`config.mk`:
```
export PLATFORM = sky130hd
export DESIGN_NAME = multitouch_calibrate_and_track_core_flat
export DESIGN_NICKNAME = d
export VERILOG_FILES = /design/src/design/mtct_pkg.sv /design/src/design/mtct_if.sv /design/src/design/mtct_div.sv /design/src/design/mtct_datapath.sv /design/src/design/mtct_ctrl.sv /design/src/design/multitouch_calibrate_and_track_core.sv /design/src/flat_wrapper.sv
export VERILOG_INCLUDE_DIRS = /design/src /design/src/design
export SDC_FILE = /design/constraint.sdc
export NUM_CORES = 2
export LEC_CHECK = 0
export ABC_CLOCK_PERIOD_IN_PS = 32400
export BUFFER_PORTS_ARGS = -buffer_cell sky130_fd_sc_hd__buf_4
export CORE_ASPECT_RATIO = 0.5
export CORE_UTILIZATION = 43
export DETAILED_ROUTE_END_ITERATION = 6
export GPL_ROUTABILITY_DRIVEN = 0
export SYNTH_ARGS = -nofsm -noshare
export SYNTH_HDL_FRONTEND = slang
export SYNTH_SLANG_ARGS = --single-unit
```
`constraint.sdc`:
```
create_clock -name clk -period 32.4 [get_ports clk]
set_clock_uncertainty 0.2 [all_clocks]
set_input_delay 6.48 -clock clk [delete_from_list [all_inputs] [get_ports clk]]
set_output_delay 6.48 -clock clk [all_outputs]
set_load 0.005 [all_outputs]
```
`src/design/multitouch_calibrate_and_track_core_defines.svh`:
```
// assertion macros for the multitouch calibrate and track block
// used by the controller
`ifndef MULTITOUCH_CALIBRATE_AND_TRACK_CORE_DEFINES_SVH
`define MULTITOUCH_CALIBRATE_AND_TRACK_CORE_DEFINES_SVH
// implication checked on every rising clock edge outside reset
`define MT_ASSERT_IMPL(label, ante, cons, msg) \
  label: assert property (@(posedge clk) disable iff (!rst_n) (ante) |-> (cons)) \
    else $error(msg);
// next-cycle implication outside reset
`define MT_ASSERT_NEXT(label, ante, cons, msg) \
  label: assert property (@(posedge clk) disable iff (!rst_n) (ante) |=> (cons)) \
    else $error(msg);
`endif

```
`src/design/mtct_pkg.sv`:
```
// package for the multitouch calibrate and track block
// types, constants and controller states; no dependencies
package mtct_pkg;
  localparam int MAX_SLOTS = 5;
  localparam int COORD_BITS = 12;
  localparam int SLOT_BITS = $clog2(MAX_SLOTS);
  localparam int CNT_BITS = $clog2(MAX_SLOTS + 1);
  localparam int SU_BITS = 3;
  localparam int DIST_BITS = 2 * COORD_BITS + 1;
  localparam int MIN_SPAN = 20;
  localparam int DIST_DIV = 3;
  localparam int DIST_FALLBACK = 150;
  localparam int PROD_BITS = 2 * COORD_BITS;
  localparam int DIV_STEP_BITS = $clog2(PROD_BITS + 1);
  // x / 3 as (x * 2731) >> 13, exact for every 12-bit x
  localparam int DIV3_RECIP = 2731;
  localparam int DIV3_SHIFT = 13;

  typedef logic [COORD_BITS-1:0] coord_t;
  typedef logic [SLOT_BITS-1:0] slot_idx_t;
  typedef logic [CNT_BITS-1:0] cnt_t;

  typedef enum logic [2:0] {
    REG_CALIB_ON = 3'd0, REG_CX_MIN = 3'd1, REG_CX_MAX = 3'd2,
    REG_CY_MIN = 3'd3, REG_CY_MAX = 3'd4, REG_SX_MAX = 3'd5,
    REG_SY_MAX = 3'd6, REG_SLOTS = 3'd7
  } reg_idx_t;

  typedef enum logic [3:0] {
    ST_IDLE, ST_DIV_X, ST_DIV_Y, ST_STORE, ST_TRK, ST_TRK_END,
    ST_NEW, ST_EMIT
  } state_t;

  typedef struct packed {
    logic     buf_clear;
    logic     div_start_x;
    logic     div_start_y;
    logic     store_pt;
    logic     trk_init;
    logic     trk_step;
    logic     trk_done;
    logic     new_step;
    logic     round_done;
    slot_idx_t slot;
    slot_idx_t pt;
  } cmd_t;

  typedef struct packed {
    logic div_busy;
    logic calib_act;
    logic buf_full;
    cnt_t pt_count;
    cnt_t ns;
    logic slot_busy;
  } stat_t;
endpackage

```
`src/design/mtct_if.sv`:
```
// valid/ready stream interfaces for the multitouch block
// depends on mtct_pkg for the coordinate type
interface mtct_in_if (input logic clk);
  import mtct_pkg::*;
  logic   valid;
  logic   ready;
  coord_t point_x;
  coord_t point_y;
  logic   point_present;
  logic   round_end;
  modport source (output valid, point_x, point_y, point_present, round_end, input ready);
  modport sink (input valid, point_x, point_y, point_present, round_end, output ready);
endinterface

interface mtct_out_if (input logic clk);
  import mtct_pkg::*;
  logic       valid;
  logic       ready;
  logic [2:0] slot_index;
  logic       slot_pressed;
  coord_t     slot_x;
  coord_t     slot_y;
  logic       last_slot;
  modport source (output valid, slot_index, slot_pressed, slot_x, slot_y, last_slot,
                  input ready);
  modport sink (input valid, slot_index, slot_pressed, slot_x, slot_y, last_slot,
                output ready);
endinterface

```
`src/design/mtct_div.sv`:
```
// restoring divider for the calibration rescale, one quotient bit a cycle
// depends on mtct_pkg
module mtct_div (
  input  logic clk,
  input  logic rst_n,
  input  logic start,
  input  logic [mtct_pkg::PROD_BITS-1:0] dividend,
  input  logic [mtct_pkg::COORD_BITS-1:0] divisor,
  output logic busy,
  output logic [mtct_pkg::PROD_BITS-1:0] quotient
);
  import mtct_pkg::*;
  logic [DIV_STEP_BITS-1:0] cnt_r, cnt_nxt;
  logic [PROD_BITS-1:0] q_r, q_nxt;
  logic [COORD_BITS:0] rem_r, rem_nxt;
  logic [COORD_BITS-1:0] dvs_r;
  logic [COORD_BITS:0] trial;

  always_comb begin
    trial = {rem_r[COORD_BITS-1:0], q_r[PROD_BITS-1]};
    cnt_nxt = cnt_r;
    q_nxt = q_r;
    rem_nxt = rem_r;
    if (start) begin
      cnt_nxt = DIV_STEP_BITS'(PROD_BITS);
      q_nxt = dividend;
      rem_nxt = '0;
    end else if (cnt_r != '0) begin
      cnt_nxt = cnt_r - 1'b1;
      if (trial >= {1'b0, dvs_r}) begin
        rem_nxt = trial - {1'b0, dvs_r};
        q_nxt = {q_r[PROD_BITS-2:0], 1'b1};
      end else begin
        rem_nxt = trial;
        q_nxt = {q_r[PROD_BITS-2:0], 1'b0};
      end
    end
  end

  always_ff @(posedge clk) begin
    if (!rst_n) cnt_r <= '0;
    else cnt_r <= cnt_nxt;
    q_r <= q_nxt;
    rem_r <= rem_nxt;
    if (start) dvs_r <= divisor;
  end

  assign busy = (cnt_r != '0);
  assign quotient = q_r;
endmodule

```
`src/design/mtct_datapath.sv`:
```
// datapath: config registers, point buffer, slot state, rescale and distance
// depends on mtct_pkg and mtct_div
module mtct_datapath (
  input  logic clk,
  input  logic rst_n,
  input  logic cfg_we,
  input  logic [2:0] cfg_index,
  input  logic [11:0] cfg_wdata,
  input  mtct_pkg::coord_t in_x,
  input  mtct_pkg::coord_t in_y,
  input  mtct_pkg::cmd_t cmd,
  output mtct_pkg::stat_t stat,
  output logic out_pressed,
  output mtct_pkg::coord_t out_x,
  output mtct_pkg::coord_t out_y
);
  import mtct_pkg::*;
  logic calib_on_r;
  coord_t cx_min_r, cx_max_r, cy_min_r, cy_max_r, sx_max_r, sy_max_r;
  logic [SU_BITS-1:0] slots_r;

  coord_t px_r, py_r, rx_r;
  coord_t pts_x_r [MAX_SLOTS];
  coord_t pts_y_r [MAX_SLOTS];
  cnt_t cnt_r;
  logic [MAX_SLOTS-1:0] busy_r, claimed_r, released_r;
  coord_t pos_x_r [MAX_SLOTS];
  coord_t pos_y_r [MAX_SLOTS];
  logic found_r;
  logic [DIST_BITS-1:0] best_r, lim_sq_r;
  slot_idx_t bi_r;

  always_ff @(posedge clk) begin
    if (!rst_n) begin
      calib_on_r <= 1'b0; cx_min_r <= '0; cx_max_r <= '1; cy_min_r <= '0;
      cy_max_r <= '1; sx_max_r <= '0; sy_max_r <= '0; slots_r <= SU_BITS'(1);
    end else if (cfg_we) begin
      case (cfg_index)
        REG_CALIB_ON: calib_on_r <= cfg_wdata[0];
        REG_CX_MIN: cx_min_r <= cfg_wdata;
        REG_CX_MAX: cx_max_r <= cfg_wdata;
        REG_CY_MIN: cy_min_r <= cfg_wdata;
        REG_CY_MAX: cy_max_r <= cfg_wdata;
        REG_SX_MAX: sx_max_r <= cfg_wdata;
        REG_SY_MAX: sy_max_r <= cfg_wdata;
        REG_SLOTS: slots_r <= cfg_wdata[SU_BITS-1:0];
        default: ;
      endcase
    end
  end

  logic calib_act;
  always_comb begin
    calib_act = calib_on_r && sx_max_r != '0 && sy_max_r != '0 &&
      cx_max_r > cx_min_r && cy_max_r > cy_min_r &&
      (cx_max_r - cx_min_r) >= COORD_BITS'(MIN_SPAN) &&
      (cy_max_r - cy_min_r) >= COORD_BITS'(MIN_SPAN);
  end

  // rescale: one shared divider, x then y
  // x comes straight from the input at the transfer, y from its latch
  logic div_busy, div_start;
  logic [PROD_BITS-1:0] dividend, quot;
  coord_t divisor, sel_v, sel_lo, sel_hi, sel_t, scaled;
  logic sel_y;
  assign sel_y = cmd.div_start_y;
  assign sel_v = sel_y ? py_r : in_x;
  assign sel_lo = sel_y ? cy_min_r : cx_min_r;
  assign sel_hi = sel_y ? cy_max_r : cx_max_r;
  assign sel_t = sel_y ? sy_max_r : sx_max_r;
  assign dividend = (sel_v > sel_lo) ? (PROD_BITS'(sel_v - sel_lo) * PROD_BITS'(sel_t)) : '0;
  assign divisor = sel_hi - sel_lo;
  assign div_start = cmd.div_start_x || cmd.div_start_y;

  mtct_div u_div (
    .clk(clk), .rst_n(rst_n), .start(div_start), .dividend(dividend),
    .divisor(divisor), .busy(div_busy), .quotient(quot)
  );

  // clamp the finished quotient against the target of the axis in flight
  coord_t tgt_r;
  always_comb begin
    scaled = (quot > PROD_BITS'(tgt_r)) ? tgt_r : quot[COORD_BITS-1:0];
  end

  always_ff @(posedge clk) begin
    if (cmd.div_start_x || cmd.div_start_y) tgt_r <= sel_t;
    if (cmd.div_start_x) begin
      px_r <= in_x; py_r <= in_y; rx_r <= in_x;
    end
    if (cmd.div_start_y) rx_r <= calib_act ? scaled : px_r;
  end

  // squared distance of slot cmd.slot to point cmd.pt
  coord_t ax, ay, bx, by, dx, dy;
  logic [DIST_BITS-1:0] d;
  assign ax = pts_x_r[cmd.pt];
  assign ay = pts_y_r[cmd.pt];
  assign bx = pos_x_r[cmd.slot];
  assign by = pos_y_r[cmd.slot];
  assign dx = (ax >= bx) ? ax - bx : bx - ax;
  assign dy = (ay >= by) ? ay - by : by - ay;
  assign d = DIST_BITS'(dx) * DIST_BITS'(dx) + DIST_BITS'(dy) * DIST_BITS'(dy);

  // tracking distance: width / 3 by reciprocal multiply, or the fallback for zero width
  logic [PROD_BITS-1:0] lim_prod;
  logic [COORD_BITS-1:0] lim;
  assign lim_prod = PROD_BITS'(sx_max_r) * PROD_BITS'(DIV3_RECIP);
  assign lim = (sx_max_r != '0) ? COORD_BITS'(lim_prod >> DIV3_SHIFT)
                                : COORD_BITS'(DIST_FALLBACK);

  // first free point for the new-slot pass
  logic free_found;
  slot_idx_t free_pt;
  always_comb begin
    free_found = 1'b0;
    free_pt = '0;
    for (int r = MAX_SLOTS - 1; r >= 0; r--) begin
      if (cnt_t'(r) < cnt_r && !claimed_r[r]) begin
        free_found = 1'b1;
        free_pt = slot_idx_t'(r);
      end
    end
  end

  always_ff @(posedge clk) begin
    lim_sq_r <= DIST_BITS'(lim) * DIST_BITS'(lim);
    if (cmd.store_pt) begin
      pts_x_r[cnt_r[SLOT_BITS-1:0]] <= calib_act ? rx_r : px_r;
      pts_y_r[cnt_r[SLOT_BITS-1:0]] <= calib_act ? scaled : py_r;
    end
    if (cmd.trk_init) found_r <= 1'b0;
    if (cmd.trk_step && !claimed_r[cmd.pt] && (!found_r || d < best_r)) begin
      found_r <= 1'b1; best_r <= d; bi_r <= cmd.pt;
    end
    if (cmd.trk_done && busy_r[cmd.slot] && found_r && best_r <= lim_sq_r) begin
      pos_x_r[cmd.slot] <= pts_x_r[bi_r];
      pos_y_r[cmd.slot] <= pts_y_r[bi_r];
    end
    if (cmd.new_step && !busy_r[cmd.slot] && !released_r[cmd.slot] && free_found) begin
      pos_x_r[cmd.slot] <= pts_x_r[free_pt];
      pos_y_r[cmd.slot] <= pts_y_r[free_pt];
    end
  end

  always_ff @(posedge clk) begin
    if (!rst_n) begin
      cnt_r <= '0; busy_r <= '0; claimed_r <= '0; released_r <= '0;
    end else begin
      if (cmd.buf_clear || cmd.round_done) cnt_r <= '0;
      else if (cmd.store_pt) cnt_r <= cnt_r + 1'b1;
      if (cmd.round_done) begin
        claimed_r <= '0; released_r <= '0;
      end
      if (cmd.trk_done && busy_r[cmd.slot]) begin
        if (found_r && best_r <= lim_sq_r) claimed_r[bi_r] <= 1'b1;
        else begin
          busy_r[cmd.slot] <= 1'b0; released_r[cmd.slot] <= 1'b1;
        end
      end
      if (cmd.new_step && !busy_r[cmd.slot] && !released_r[cmd.slot] && free_found) begin
        busy_r[cmd.slot] <= 1'b1; claimed_r[free_pt] <= 1'b1;
      end
    end
  end

  always_comb begin
    stat.div_busy = div_busy;
    stat.calib_act = calib_act;
    stat.buf_full = (cnt_r >= cnt_t'(MAX_SLOTS));
    stat.pt_count = cnt_r;
    if (slots_r == '0) stat.ns = cnt_t'(1);
    else if (CNT_BITS'(slots_r) > cnt_t'(MAX_SLOTS)) stat.ns = cnt_t'(MAX_SLOTS);
    else stat.ns = cnt_t'(slots_r);
    stat.slot_busy = busy_r[cmd.slot];
  end

  assign out_pressed = busy_r[cmd.slot];
  assign out_x = busy_r[cmd.slot] ? pos_x_r[cmd.slot] : '0;
  assign out_y = busy_r[cmd.slot] ? pos_y_r[cmd.slot] : '0;
endmodule

```
`src/design/mtct_ctrl.sv`:
```
// controller state machine: sequences rescale, tracking, new slots, results
// depends on mtct_pkg and the defines header
`include "multitouch_calibrate_and_track_core_defines.svh"
module mtct_ctrl (
  input  logic clk,
  input  logic rst_n,
  input  logic in_fire,
  input  logic in_present,
  input  logic in_end,
  input  logic out_take,
  input  mtct_pkg::stat_t stat,
  output mtct_pkg::cmd_t cmd,
  output logic in_ready,
  output logic out_valid,
  output logic out_last
);
  import mtct_pkg::*;
  state_t state_r, state_nxt;
  slot_idx_t slot_r, slot_nxt, pt_r, pt_nxt;
  logic end_r, end_nxt;
  logic [SLOT_BITS:0] sn;

  always_ff @(posedge clk) begin
    if (!rst_n) begin
      state_r <= ST_IDLE; slot_r <= '0; pt_r <= '0; end_r <= 1'b0;
    end else begin
      state_r <= state_nxt; slot_r <= slot_nxt; pt_r <= pt_nxt; end_r <= end_nxt;
    end
  end

  assign sn = {1'b0, slot_r} + 1'b1;

  always_comb begin
    state_nxt = state_r; slot_nxt = slot_r; pt_nxt = pt_r; end_nxt = end_r;
    cmd = '0;
    cmd.slot = slot_r;
    cmd.pt = pt_r;
    in_ready = 1'b0; out_valid = 1'b0; out_last = 1'b0;
    case (state_r)
      ST_IDLE: begin
        in_ready = 1'b1;
        if (in_fire) begin
          end_nxt = in_end;
          slot_nxt = '0; pt_nxt = '0;
          if (!in_present) begin
            cmd.buf_clear = 1'b1;
            state_nxt = in_end ? ST_TRK : ST_IDLE;
            cmd.trk_init = 1'b1;
          end else if (stat.buf_full) begin
            state_nxt = in_end ? ST_TRK : ST_IDLE;
            cmd.trk_init = 1'b1;
          end else begin
            cmd.div_start_x = 1'b1;
            state_nxt = ST_DIV_X;
          end
        end
      end
      ST_DIV_X: if (!stat.div_busy) begin
        cmd.div_start_y = 1'b1; state_nxt = ST_DIV_Y;
      end
      ST_DIV_Y: if (!stat.div_busy) state_nxt = ST_STORE;
      ST_STORE: begin
        cmd.store_pt = 1'b1;
        cmd.trk_init = 1'b1;
        state_nxt = end_r ? ST_TRK : ST_IDLE;
      end
      ST_TRK: begin
        if (!stat.slot_busy || cnt_t'(pt_r) >= stat.pt_count) state_nxt = ST_TRK_END;
        else begin
          cmd.trk_step = 1'b1;
          if (cnt_t'(pt_r) + 1'b1 >= stat.pt_count) state_nxt = ST_TRK_END;
          else pt_nxt = pt_r + 1'b1;
        end
      end
      ST_TRK_END: begin
        cmd.trk_done = 1'b1;
        cmd.trk_init = 1'b1;
        pt_nxt = '0;
        if (CNT_BITS'(sn) >= stat.ns) begin
          slot_nxt = '0; state_nxt = ST_NEW;
        end else begin
          slot_nxt = slot_r + 1'b1; state_nxt = ST_TRK;
        end
      end
      ST_NEW: begin
        cmd.new_step = 1'b1;
        if (CNT_BITS'(sn) >= stat.ns) begin
          slot_nxt = '0; state_nxt = ST_EMIT;
        end else slot_nxt = slot_r + 1'b1;
      end
      ST_EMIT: begin
        out_valid = 1'b1;
        out_last = (CNT_BITS'(sn) >= stat.ns);
        if (out_take) begin
          if (out_last) begin
            cmd.round_done = 1'b1; slot_nxt = '0; state_nxt = ST_IDLE;
          end else slot_nxt = slot_r + 1'b1;
        end
      end
      default: state_nxt = ST_IDLE;
    endcase
  end

  `MT_ASSERT_IMPL(a_ready_idle, in_ready, state_r == ST_IDLE, "ready outside idle")
  `MT_ASSERT_IMPL(a_no_overlap, out_valid, !in_ready, "input taken while emitting")
  `MT_ASSERT_NEXT(a_last_idle, out_valid && out_last && out_take, state_r == ST_IDLE,
    "no return to idle after last transfer")
  `MT_ASSERT_IMPL(a_slot_range, out_valid, CNT_BITS'(sn) <= stat.ns, "slot beyond count")
endmodule

```
`src/design/multitouch_calibrate_and_track_core.sv`:
```
// multitouch calibrate and track: a stored point passes from its transfer through
// two 24-step divides, x then y, on one shared divider and a store state before the
// next ready; an ignored or empty item is taken in idle and stays there unless it ends a round
// a round end adds a tracking pass and a new-slot pass over the slots in use, then one
// result per slot in use at up to one transfer a cycle while the sink is ready
// synchronous active-low reset clears slot busy, buffer count, config and FSM state
module multitouch_calibrate_and_track_core (
  input  logic clk,
  input  logic rst_n,
  mtct_in_if.sink in_ch,
  mtct_out_if.source out_ch,
  input  logic cfg_we,
  input  logic [2:0] cfg_index,
  input  logic [11:0] cfg_wdata
);
  import mtct_pkg::*;
  cmd_t cmd;
  stat_t stat;
  logic in_fire, out_take, out_valid, out_last, in_ready;
  logic pressed;
  coord_t ox, oy;

  // a transfer on each side
  assign in_fire = in_ch.valid && in_ready;
  assign out_take = out_valid && out_ch.ready;

  mtct_ctrl u_ctrl (
    .clk(clk), .rst_n(rst_n), .in_fire(in_fire), .in_present(in_ch.point_present),
    .in_end(in_ch.round_end), .out_take(out_take), .stat(stat), .cmd(cmd),
    .in_ready(in_ready), .out_valid(out_valid), .out_last(out_last)
  );

  mtct_datapath u_dp (
    .clk(clk), .rst_n(rst_n), .cfg_we(cfg_we), .cfg_index(cfg_index),
    .cfg_wdata(cfg_wdata), .in_x(in_ch.point_x), .in_y(in_ch.point_y),
    .cmd(cmd), .stat(stat), .out_pressed(pressed), .out_x(ox), .out_y(oy)
  );

  assign in_ch.ready = in_ready;
  assign out_ch.valid = out_valid;
  assign out_ch.slot_index = 3'(cmd.slot);
  assign out_ch.slot_pressed = pressed;
  assign out_ch.slot_x = ox;
  assign out_ch.slot_y = oy;
  assign out_ch.last_slot = out_last;
endmodule

```
`src/flat_wrapper.sv`:
```
// flat-port wrapper written by rule: the top's interface ports become plain ports
module multitouch_calibrate_and_track_core_flat import mtct_pkg::*;
  (clk, rst_n, cfg_we, cfg_index, cfg_wdata, in_ch_valid, in_ch_point_x, in_ch_point_y, in_ch_point_present, in_ch_round_end, in_ch_ready, out_ch_valid, out_ch_slot_index, out_ch_slot_pressed, out_ch_slot_x, out_ch_slot_y, out_ch_last_slot, out_ch_ready);
  mtct_in_if in_ch_i (.clk(clk));
  mtct_out_if out_ch_i (.clk(clk));
  input  logic clk;
  input  logic rst_n;
  input  logic cfg_we;
  input  logic [2:0] cfg_index;
  input  logic [11:0] cfg_wdata;
  input wire logic [$bits(in_ch_i.valid)-1:0] in_ch_valid;
  input wire logic [$bits(in_ch_i.point_x)-1:0] in_ch_point_x;
  input wire logic [$bits(in_ch_i.point_y)-1:0] in_ch_point_y;
  input wire logic [$bits(in_ch_i.point_present)-1:0] in_ch_point_present;
  input wire logic [$bits(in_ch_i.round_end)-1:0] in_ch_round_end;
  output wire logic [$bits(in_ch_i.ready)-1:0] in_ch_ready;
  output wire logic [$bits(out_ch_i.valid)-1:0] out_ch_valid;
  output wire logic [$bits(out_ch_i.slot_index)-1:0] out_ch_slot_index;
  output wire logic [$bits(out_ch_i.slot_pressed)-1:0] out_ch_slot_pressed;
  output wire logic [$bits(out_ch_i.slot_x)-1:0] out_ch_slot_x;
  output wire logic [$bits(out_ch_i.slot_y)-1:0] out_ch_slot_y;
  output wire logic [$bits(out_ch_i.last_slot)-1:0] out_ch_last_slot;
  input wire logic [$bits(out_ch_i.ready)-1:0] out_ch_ready;
  assign in_ch_i.valid = in_ch_valid;
  assign in_ch_i.point_x = in_ch_point_x;
  assign in_ch_i.point_y = in_ch_point_y;
  assign in_ch_i.point_present = in_ch_point_present;
  assign in_ch_i.round_end = in_ch_round_end;
  assign in_ch_ready = in_ch_i.ready;
  assign out_ch_valid = out_ch_i.valid;
  assign out_ch_slot_index = out_ch_i.slot_index;
  assign out_ch_slot_pressed = out_ch_i.slot_pressed;
  assign out_ch_slot_x = out_ch_i.slot_x;
  assign out_ch_slot_y = out_ch_i.slot_y;
  assign out_ch_last_slot = out_ch_i.last_slot;
  assign out_ch_i.ready = out_ch_ready;
  multitouch_calibrate_and_track_core u_core (.clk(clk), .rst_n(rst_n), .in_ch(in_ch_i), .out_ch(out_ch_i), .cfg_we(cfg_we), .cfg_index(cfg_index), .cfg_wdata(cfg_wdata));
endmodule
```
==> flow_metrics.py <==
metrics = {
    "status": {
        "outcome": "completed",
    },
    "synthesis": {
        "yosysMostFrequentCell": "inv_1",
        "syn_nets": 5683,
        "yosys_most_used_dff": "edfxtp_1",
        "ys_ff_latch": 504,
        "postSynthAreaPerCell_um2": 10.0,
        "ys_seq_area_share_pct": 28.9,
        "synth_area_leaders": "edfxtp_1 22%, fa_1 19%, ha_1 13%",
        "ys_top_cells_by_count": "840 x inv_1, 477 x ha_1, 458 x nand2_1",
        "yosysTopAreaCell": "edfxtp_1",
        "syn_area_mm2": 0.0472,
        "netlist.area_leader.share_pct": 22.4,
        "ys_types": 104,
        "synth_warnings": 0,
        "synth_async_sr_flop_share_pct": 0,
        "syn_inst": 4709,
        "synth_edf_count": 352,
    },
    "sta": {
        "hold_violations": 0,
        "fmax_ghz": 0.0701,
        "period_share_pct": 44.0,
        "final.setup.worst_slack_ns": 18.14,
        "finalCriticalPeriod_ns": 14.26,
        "maxSlewHeadroom_pct": 20.0,
        "slew_viol_final": 0,
        "tns_ns": 0,
        "rsz0062_at_grt": "no",
        "setup_violations": 0,
        "tightest_slew_ns": 1.20,
    },
    "setup_path": {
        "slowest_stage": "xor2_1",
        "critPathTopFamily": "adder cells",
        "r2r_slack_ns": 18.14,
        "critPathBufInv": 6,
        "start_kind": "register",
        "endpoint_kind": "register",
        "worstPathArrival_ns": 14.56,
        "crit_fanout": 31,
        "cp.required_ns": 32.71,
        "critPathKind": "register to register",
        "cp_slowest_stage_delay_ns": 0.94,
        "crit_top_cell": "fa_1",
    },
    "detailed_routing": {
        "drt_iter0_drc": 2494,
        "vias": 33400,
        "drc": 0,
        "drtAntennaViolNets": 0,
        "wl_um": 116000,
        "wire_per_inst_um": 18.6,
        "viasPerCell": 5.37,
        "firstDrtPassIters": 6,
    },
    "clocking": {
        "numCtsBuffers": 52,
        "postCtsResizedCells": 0,
        "cts.sinks": 504,
        "cts_buffer_depth": 3,
        "post_cts_buffers": 0,
        "clkTransAtPathRegs_ns": 0.06,
        "insertion_delay_ns": 0.62,
        "ctsHoldBuffers": 0,
        "htreeDepth": 2,
        "cts_tree": "built",
        "cts-root-buf": "clkbuf_16",
    },
    "global_route": {
        "grt_max_degree": 108,
        "grt_pass1_wl_um": 187000,
        "antenna_found_initial": 1,
        "grt_use_total_pct": 21.1,
        "grt-ovfl-total": 0,
        "grt_pass1_vias": 34600,
    },
    "die": {
        "die_w_um": 470,
        "die_h_um": 236,
        "rows": 85,
        "core-area_mm2": 0.108,
        "initial_core_util_pct": 43.6,
        "fp.dieArea_mm2": 0.111,
        "ios": 77,
    },
    "final_layout": {
        "final_util_pct": 47.3,
        "area_growth_pct": 8.51,
        "layoutNonFillerInstCount": 6219,
        "nets": 5715,
        "drive_above_1_share_pct": 8.45,
    },
    "place": {
        "port_buffers": 76,
        "placedCellCount": 6122,
        "pre_cts_slack_ns": 17.89,
        "hpwl_um": 90200,
    },
    "flow_run": {
        "maxCapViolCount": 0,
    },
    "worst_hold_path": {
        "worstHoldPathType": "register to register",
    },
}
-- state kept, by name (all words and copies together) (netlist names), 5 cells and up, named ones only --
register                    count
u_core.u_dp.busy_r              5
u_core.u_dp.pos_x_r            60
u_core.u_dp.u_div.cnt_r         5
u_core.u_dp.u_div.dvs_r        12
u_core.u_dp.px_r               12
u_core.u_dp.sy_max_r           12
u_core.u_dp.pts_x_r            60
u_core.u_dp.py_r               12
u_core.u_dp.cy_max_r           12
u_core.u_dp.claimed_r           5
u_core.u_dp.rx_r               12
u_core.u_dp.pos_y_r            60
u_core.u_dp.cx_max_r           12
u_core.u_dp.pts_y_r            60
u_core.u_dp.u_div.quotient     24
u_core.u_dp.cy_min_r           12
u_core.u_dp.released_r          5
u_core.u_dp.best_r             25
u_core.u_dp.tgt_r              12
u_core.u_dp.lim_sq_r           21
u_core.u_dp.cx_min_r           12
u_core.u_dp.sx_max_r           12
u_core.u_dp.u_div.rem_r        12
-- cell families (layout without fill, tap and decap cells) --
family,count (synthesis),in the layout,share of synthesized area [%]
AO/OA/AOI/OAI,689,689,10.1
AND/OR/NAND/NOR,1232,1232,12.0
adder cells (fa/ha/maj),928,928,31.8
flip-flops,504,504,28.9
buffers and inverters,1013,1087,8.22
multiplexers,189,189,6.03
other,0,1,0
XOR/XNOR,154,154,2.96
-- placed cells by master (no fill, tap or decap), drive strengths merged, types with 92 or more instances in the layout --
| cell type | synthesis | final |
|---|---|---|
| a21oi | 153 | 153 |
| dfxtp | 152 | 152 |
| mux2i | 92 | 92 |
| fa | 451 | 451 |
| xnor2 | 101 | 101 |
| edfxtp | 352 | 352 |
| o21ai | 135 | 135 |
| nor2 | 363 | 363 |
| ha | 477 | 477 |
| inv | 856 | 859 |
| buf | 51 | 133 |
| nand2 | 460 | 460 |
-- routing by layer --
| metal | vias to the layer above | GRT usage [%] | wire [um] |
|---|---|---|---|
| met1 | 16600 | 28.2 | 51400 |
| met3 | 178 | 2.01 | 5130 |
| li1 | 15800 | - | - |
| met2 | 783 | 36.2 | 56000 |
| met5 | - | 0 | 0 |
| met4 | 0 | 6.14 | 3200 |
-- final cells by class --
| cell class | count | area (um^2) |
|---|---|---|
| clock buffers | 66 | 1380 |
| flip-flops and latches | 504 | 13600 |
| inverters | 858 | 3220 |
| fillers | 9874 | 57000 |
| diodes | 1 | 2.50 |
| well taps | 1435 | 1800 |
| multi-input cells | 3192 | 29700 |
| clock inverters | 30 | 407 |
| repair buffers | 133 | 998 |
-- path summary, 6_finish.rpt --
kind,from,end,depth (start not counted)
worst max-delay path,register,register,46
worst min-delay path,u_core.u_dp.released_r[2],u_core.u_dp.released_r[2],2
worst max register to register,register,register,46
worst min register to register,u_core.u_dp.released_r[2],u_core.u_dp.released_r[2],2
-- tightest hold or removal path: stages, from the launching register on --
cell and delay [ns]:
dfxtp_1 0.32, nand2_1 0.04, o21ai_0 0.06
-- through the flow --
stage                     hold WS [ns]  instance area, um^2
after floorplan                  0.225                47200
after global placement           0.238                49400
after detailed placement         0.251                49400
after CTS                        0.264                51200
after global routing             0.296                51200
final                            0.262                51200
Power is not shown: default switching activity piles up to over one toggle a cycle in this logic, so the estimate is an artifact.
